==> src/rtl/l2c_pkg.sv <==
// ----------------------------------------------------------------------------
// l2c_pkg
// Shared types and constants of the latitude/longitude to Cartesian converter.
// ----------------------------------------------------------------------------
`default_nettype none

package l2c_pkg;

  // Angle units: 1/128 degree
  localparam logic [15:0] FULL_TURN    = 16'd46080;
  localparam logic [15:0] QUARTER_TURN = 16'd11520;
  localparam logic [15:0] HALF_TURN    = 16'd23040;
  localparam logic [15:0] THREE_QUARTER_TURN = 16'd34560;

  // pi/23040 in Q30 scaled by 2^8
  localparam logic [25:0] RAD_SCALE = 26'd37480660;

  // CORDIC datapath widths and start value
  localparam int XY_W = 34;
  localparam int Z_W  = 33;
  localparam logic signed [XY_W-1:0] CORDIC_GAIN_Q30 = 34'sd652032874;
  localparam int ATAN_ENTRIES = 24;

  // Q16 one and output limit
  localparam logic [16:0] ONE_Q16 = 17'h10000;
  localparam logic [15:0] OUT_MAX = 16'hFFFF;

  // Sine and cosine magnitudes with signs for both angles
  typedef struct packed {
    logic [16:0] lat_sin;
    logic        lat_sin_neg;
    logic [16:0] lat_cos;
    logic        lat_cos_neg;
    logic [16:0] lon_sin;
    logic        lon_sin_neg;
    logic [16:0] lon_cos;
    logic        lon_cos_neg;
  } trig_t;

  // atan(2^-i) in Q30, rounded
  function automatic logic [31:0] atan_q30(input int i);
    logic [31:0] v;
    case (i)
      0:  v = 32'd843314857;
      1:  v = 32'd497837829;
      2:  v = 32'd263043837;
      3:  v = 32'd133525159;
      4:  v = 32'd67021687;
      5:  v = 32'd33543516;
      6:  v = 32'd16775851;
      7:  v = 32'd8388437;
      8:  v = 32'd4194283;
      9:  v = 32'd2097149;
      10: v = 32'd1048576;
      11: v = 32'd524288;
      12: v = 32'd262144;
      13: v = 32'd131072;
      14: v = 32'd65536;
      15: v = 32'd32768;
      16: v = 32'd16384;
      17: v = 32'd8192;
      18: v = 32'd4096;
      19: v = 32'd2048;
      20: v = 32'd1024;
      21: v = 32'd512;
      22: v = 32'd256;
      23: v = 32'd128;
      default: v = 32'd0;
    endcase
    return v;
  endfunction

endpackage

`default_nettype wire

==> src/rtl/l2c_scale.sv <==
// ----------------------------------------------------------------------------
// l2c_scale
// Forms the three factor products, scales them by the radius, rounds,
// saturates and applies the signs. The last stage is the output register.
// ----------------------------------------------------------------------------
`default_nettype none

module l2c_scale #(
  parameter int RW = 16
) (
  input  wire logic                clk,
  input  wire logic                rst,
  input  wire logic [RW-1:0]       radius,
  input  wire logic                in_valid,
  output logic                     in_ready,
  input  wire l2c_pkg::trig_t      in_trig,
  output logic                     out_valid,
  input  wire logic                out_stall,
  output logic signed [16:0]       x_coord,
  output logic signed [16:0]       y_coord,
  output logic signed [16:0]       z_coord
);

  logic [2:0] vld;
  logic [3:0] rdy;

  assign rdy[3] = !out_stall;
  assign rdy[2] = !vld[2] || rdy[3];
  assign rdy[1] = !vld[1] || rdy[2];
  assign rdy[0] = !vld[0] || rdy[1];
  assign in_ready  = rdy[0];
  assign out_valid = vld[2];

  // Advance valid bits
  always_ff @(posedge clk) begin
    if (rst) begin
      vld <= '0;
    end else begin
      if (rdy[0]) begin
        vld[0] <= in_valid;
      end
      if (rdy[1]) begin
        vld[1] <= vld[0];
      end
      if (rdy[2]) begin
        vld[2] <= vld[1];
      end
    end
  end

  // Stage 0: factor products in Q32 and result signs
  logic [16:0] fa [3];
  logic [16:0] fb [3];
  logic        ng [3];
  logic [32:0] pm [3];
  logic        neg0 [3];

  always_comb begin
    fa[0] = in_trig.lat_cos;
    fb[0] = in_trig.lon_sin;
    ng[0] = in_trig.lat_cos_neg ^ in_trig.lon_sin_neg;
    fa[1] = in_trig.lat_cos;
    fb[1] = in_trig.lon_cos;
    ng[1] = !in_trig.lat_cos_neg ^ in_trig.lon_cos_neg;
    fa[2] = in_trig.lat_sin;
    fb[2] = l2c_pkg::ONE_Q16;
    ng[2] = in_trig.lat_sin_neg;
  end

  always_ff @(posedge clk) begin
    if (rdy[0]) begin
      for (int l = 0; l < 3; l++) begin
        pm[l]   <= 33'(34'(fa[l]) * 34'(fb[l]));
        neg0[l] <= ng[l];
      end
    end
  end

  // Stage 1: multiply by the radius
  logic [31+RW:0] rp   [3];
  logic           full [3];
  logic           neg1 [3];

  always_ff @(posedge clk) begin
    if (rdy[1]) begin
      for (int l = 0; l < 3; l++) begin
        rp[l]   <= (32+RW)'(pm[l][31:0]) * (32+RW)'(radius);
        full[l] <= pm[l][32];
        neg1[l] <= neg0[l];
      end
    end
  end

  // Stage 2: round half up, saturate, apply sign
  logic [32+RW:0] rnd [3];
  logic [32:0]    mag [3];
  logic [15:0]    sat [3];
  logic [16:0]    res [3];

  always_comb begin
    for (int l = 0; l < 3; l++) begin
      rnd[l] = (33+RW)'(rp[l]) + (33+RW)'(33'h080000000);
      mag[l] = full[l] ? 33'(radius) : 33'(rnd[l][32+RW:32]);
      sat[l] = (mag[l] > 33'(l2c_pkg::OUT_MAX)) ? l2c_pkg::OUT_MAX : mag[l][15:0];
      res[l] = (neg1[l] && sat[l] != '0) ? 17'(-17'(sat[l])) : 17'(sat[l]);
    end
  end

  always_ff @(posedge clk) begin
    if (rdy[2]) begin
      x_coord <= res[0];
      y_coord <= res[1];
      z_coord <= res[2];
    end
  end

  // Results never carry the unused most negative code
  a_range: assert property (@(posedge clk) disable iff (rst)
    out_valid |-> x_coord != 17'h10000 && y_coord != 17'h10000 &&
                  z_coord != 17'h10000)
    else $error("coordinate out of range");
  a_zero: assert property (@(posedge clk) disable iff (rst)
    vld[1] && rdy[2] && radius == '0 |=> z_coord == '0)
    else $error("nonzero result with zero radius");
  a_hold: assert property (@(posedge clk) disable iff (rst)
    vld[1] && !rdy[2] |=> vld[1])
    else $error("scaled product dropped while stalled");

endmodule

`default_nettype wire

==> config.mk <==
export PLATFORM = sky130hd
export DESIGN_NAME = l2c_scale
export DESIGN_NICKNAME = d
export VERILOG_FILES = /design/src/rtl/l2c_pkg.sv /design/src/rtl/l2c_scale.sv
export SDC_FILE = /design/constraint.sdc
export NUM_CORES = 2
export LEC_CHECK = 0
export BUFFER_PORTS_ARGS = -buffer_cell sky130_fd_sc_hd__buf_2
export CAP_MARGIN = 25
export CORE_ASPECT_RATIO = 0.6
export CORE_MARGIN = 2
export CORE_UTILIZATION = 25
export CTS_CLUSTER_SIZE = 20
export DETAILED_ROUTE_END_ITERATION = 12
export PLACE_DENSITY_LB_ADDON = 0.25
export SYNTH_ARGS = -nofsm -noshare
export SYNTH_HDL_FRONTEND = slang
export SYNTH_SLANG_ARGS = --single-unit
==> constraint.sdc <==
create_clock -name clk -period 11.7 [get_ports clk]
set_input_delay 3.51 -clock clk [delete_from_list [all_inputs] [get_ports clk]]
set_output_delay 3.51 -clock clk [all_outputs]
set_load 0.1 [all_outputs]
* Word level (Yosys, flattened, before mapping)
Memories as Yosys holds them, arrays and structs flattened.
Index checks and enable logic that the tools add are counted.
** Word-level totals
- Flip-flop bits (word level) :: 54
- RAM bits :: 252
- Input bits :: 92
- Output and inout bits :: 53
- Logic and storage cells :: 57
- Memories :: 5
** Operators by class
- Add/subtract/negate cells :: 6
- Multiply operators :: 5
- Order comparisons :: 3
- Muxes and demuxes :: 13
- Bitwise operators :: 2
- Reduce and logical (&&, ||, !) cells :: 14
** Memory list
- rp :: depth 3, bits a word 48, read ports 3, clocked after Yosys merged registers in 0, wr ports 3, RTL line l2c_scale.sv:80 : logic [31+RW:0] rp [3];
- pm :: depth 3, bits a word 33, read ports 3, clocked after Yosys merged registers in 0, wr ports 3, RTL line l2c_scale.sv:55 : logic [32:0] pm [3];
- full :: depth 3, bits a word 1, read ports 3, clocked after Yosys merged registers in 0, wr ports 3, RTL line l2c_scale.sv:81 : logic full [3];
- neg0 :: depth 3, bits a word 1, read ports 3, clocked after Yosys merged registers in 0, wr ports 3, RTL line l2c_scale.sv:56 : logic neg0 [3];
- neg1 :: depth 3, bits a word 1, read ports 3, clocked after Yosys merged registers in 0, wr ports 3, RTL line l2c_scale.sv:82 : logic neg1 [3];
** Operator list (count)
- adder 48 x 32 -> 49 bit, second input constant :: 3
- multiplier 32 x 16 -> 48 bit :: 3
- two-way mux 16 bit :: 6
- multiplier 17 x 17 -> 33 bit :: 2
- > comparator 17 x 16 -> 1 bit, second input constant :: 3
- two-way mux 17 bit :: 3
- negator 16 -> 17 bit :: 3
- nonzero test 16 bit :: 3
- logical NOT 1 bit :: 5
- two-way mux 1 bit :: 4
- logical AND 1 bit :: 3
- logical OR 1 bit :: 3
- bitwise XOR 1 bit :: 2

* Logic depth before layout (Yosys ltp)
An unclocked memory read counts as a cell.
- Depth in word-level cells :: 8
- Depth in mapped cells :: 25
- Mapped depth without buffers :: 23

* Worst setup path before layout
No wires, ideal clock.
- Path kind :: input -> register
- From :: input port radius[1]
- To :: memory rp[0][91] (netlist bit), data pin
- Setup time :: 0.265 ns
- Arrival :: 9.528 ns
- Required time :: 11.435 ns
- Setup slack :: 1.907 ns
- Stages :: 23
- Buffers on the path :: 3
- Path through :: clkbuf_1 -> clkbuf_1 -> clkbuf_1 -> nand2_1 -> fa_1 -> fa_1 -> fa_1 -> inv_1 -> fa_1 -> fa_1 -> inv_1 -> fa_1 -> inv_1 -> ha_1 -> a2111oi_0 -> o21ai_0 -> a32oi_1 -> nand2_1 -> o41ai_1 -> nor2_1 -> a211oi_2 -> o21ai_0 -> xor2_1
** RTL lines
- from (decl) :: RTL line l2c_scale.sv:13 : input wire logic [RW-1:0] radius,
- to (decl) :: RTL line l2c_scale.sv:80

==> results.tsv <==
metric	value	unit
fraction of layout cells with a size suffix above 1	4.14	%
CTS tree	yes	
Setup crit start kind	primary input	
final WL	213	mm
gr ovfl total	0	
Die Wd	668	µm
Via Count	48409	
Post-synth EDFFs	194	
Post CTS Setup Buffer Count	0	
CP Class	primary input to register	
ranking of synthesized cells by area	fa_1 (45%), ha_1 (10%), inv_1 (9.9%)	
relative slew slack	26.3	%
CP bufs+invs	6	
Yosys top cell by area	fa_1	
placed cell count	10756	
outcome	completed	
setup TNS	0	ns
die area	269000	µm²
I/O pin count	145	
Seq/Total Area, Yosys	8.90	%
CTS max path bufs	3	
top post-synthesis cells by count	inv_1 (1741), fa_1 (1473), nand2_1 (1282)	
async set-reset flop share out of synthesis	0	%
Syn. warnings	0	
hold buffers post-CTS	0	
RD Place Congestion	0.867	
Synth cell types	87	
H-tree depth	4	
Finished Layout Cells	10796	
WP data required	12.02	ns
gr usage total	16.2	%
grt peak-use layer	met1	
gate count of the mapped netlist	7312	
Final setup viols	0	
Worst path max stage delay	0.71	ns
max-cap violation count	0	
dpl cell area	70800	µm²
XOR/XNOR Fraction of Synth Area	2.07	%
DR iter-0 viols	3630	
DR vias/cell	4.48	
Crit path top cell by count	fa_1	
vias in the first global route	51887	
crit path cell chain	buf_4, buf_4, nand2_1, fa_1, inv_1, fa_1, inv_1, fa_1, fa_1, fa_1, fa_1, inv_1, ha_1, a21oi_1, o21ai_0, a211oi_1, buf_4, a21oi_1, o21ai_0, a21boi_0, o21a_1, or3_1, and2_1	
dpl hpwl	165	mm
final hold vios	0	
initial core utilization	25.1	%
Final min period	10.70	ns
Root Buffer	clkbuf_16	
GR Util met2	21.3	%
Max stage delay cell, worst path	buf_4	
post-synthesis adder-cell area fraction	55.0	%
max frequency	93.5	MHz
clk slew on worst S/H paths	0.09	ns
period utilization	91.5	%
Worst setup EP type	register	
largest net degree at the start of global routing	64	
CTS Buf Count	25	
worst-skew pair later-pin latency	0.57	ns
top cell type's share of synthesized area	44.6	%
mux cell area share after synthesis	0.307	%
post-synthesis simple-gate area fraction	17.3	%
count leader, synth	inv_1	
grt met3 use	3.77	%
final non-filler cell area	71600	µm²
Avg WL per Cell	19.7	µm
#FFs+latches synth	197	
final count of pins violating max slew	0	
buffers added on ports	144	
Hold WC Path Type	register to register	
core area	263000	µm²
row cnt	146	
GR Layer Usage met1	26.8	%
final net count	9348	
Die H	402	µm
initial antenna violation count	22	
drt first pass iters	6	
Worst Max-Slew Pin Slew	1.11	ns
largest delay contributor family on the critical path	adder cells	
Antenna Violating Nets Remaining	0	
cell area after synthesis	66100	µm²
clk sink count	197	
PostCTS Resize Cnt	0	
syn_area_per_cell	9.04	µm²
area grow syn2layout	8.30	%
synthesized net count	9426	
largest family of logic cells by synthesized area	adder cells	
clock skew	0.0376	ns
CP arrival	11.02	ns
global-route wire length before repair	332	mm
RSZ-0062 raised after global routing	false	
CP Max Fanout	53	
Synth Area in Compound Gates	4.62	%
DRC Markers	0	
prevailing post-synth register cell	edfxtp_1	
-- layer usage --
metal | vias up | wire length (µm) | share of wire, %
li1 | 21501 | - | -
met5 | - | 13 | 0.0061
met3 | 130 | 19200 | 9.0
met2 | 1809 | 79100 | 37
met4 | 2 | 1630 | 0.77
met1 | 24967 | 113000 | 53
-- logic make-up after synthesis --
kind of cell	after synthesis
AO/OA/AOI/OAI	459
XOR/XNOR	156
adder cells (fa/ha/maj)	2022
buffers and inverters	2083
flip-flops	197
multiplexers	20
AND/OR/NAND/NOR	2375
-- flip-flops by register name (all words and copies together), names as in the netlist --
| signal | count |
|---|---|
| vld | 3 |
| y_coord | 17 |
| full | 3 |
| pm | 83 |
| x_coord | 17 |
| z_coord | 17 |
| neg1 | 3 |
| rp | 51 |
| neg0 | 3 |
-- stage by stage --
stage	worst slack (ns)	hold slack (ns)	utilization, %
final	1.00	0.430	27.2
after global routing	0.730	0.440	27.2
after CTS	1.10	0.438	27.1
after detailed placement	0.521	0.406	26.9
after global placement	0.521	0.407	26.9
after floorplan	1.91	0.400	-
-- final cells by class --
| class | instances | area [µm²] |
|---|---|---|
| clock inverter | 7 | 113 |
| sequential | 197 | 5890 |
| timing repair buffer | 235 | 1560 |
| multi-input combinational | 5032 | 52400 |
| tap | 3552 | 4440 |
| inverter | 1743 | 6540 |
| clock buffer | 26 | 629 |
| fill | 28416 | 192000 |
| antenna | 4 | 10.0 |
-- cell usage in the layout (no fill, tap or decap), types with 9 or more instances in the layout --
cell / instances
mux2i_1: 18
and3_1: 26
a21oi_1: 133
or3_1: 9
clkbuf_16: 25
o21bai_1: 21
xor2_1: 49
o31a_1: 9
inv_1: 1740
buf_2: 129
and2_1: 714
nor2b_1: 11
nor2_1: 101
and4_1: 10
o21a_1: 30
buf_4: 98
a21o_1: 47
nand2_1: 1280
edfxtp_1: 194
a31oi_1: 19
xnor2_1: 107
nor3_1: 41
fa_1: 1473
nand3_1: 56
a211oi_1: 14
nand2b_1: 30
o31ai_1: 17
nor4_1: 18
nand4_1: 40
o21ai_0: 78
ha_1: 549
-- path summary, 6_finish.rpt --
kind,startpoint,endpoint,slack [ns],cells after the start
max,radius[1],rp[0][136]$_DFFE_PP_,1.0,23
min,neg0[0][1]$_DFFE_PP_,neg1[0][1]$_DFFE_PP_,0.43,0
max reg2reg,pm[0][11]$_DFFE_PP_,rp[0][47]$_DFFE_PP_,3.93,20
min reg2reg,neg0[0][1]$_DFFE_PP_,neg1[0][1]$_DFFE_PP_,0.43,0
Power is left out: the tool's default activity adds up to more than one toggle a clock period on the data nets, which glitch-free logic cannot reach.
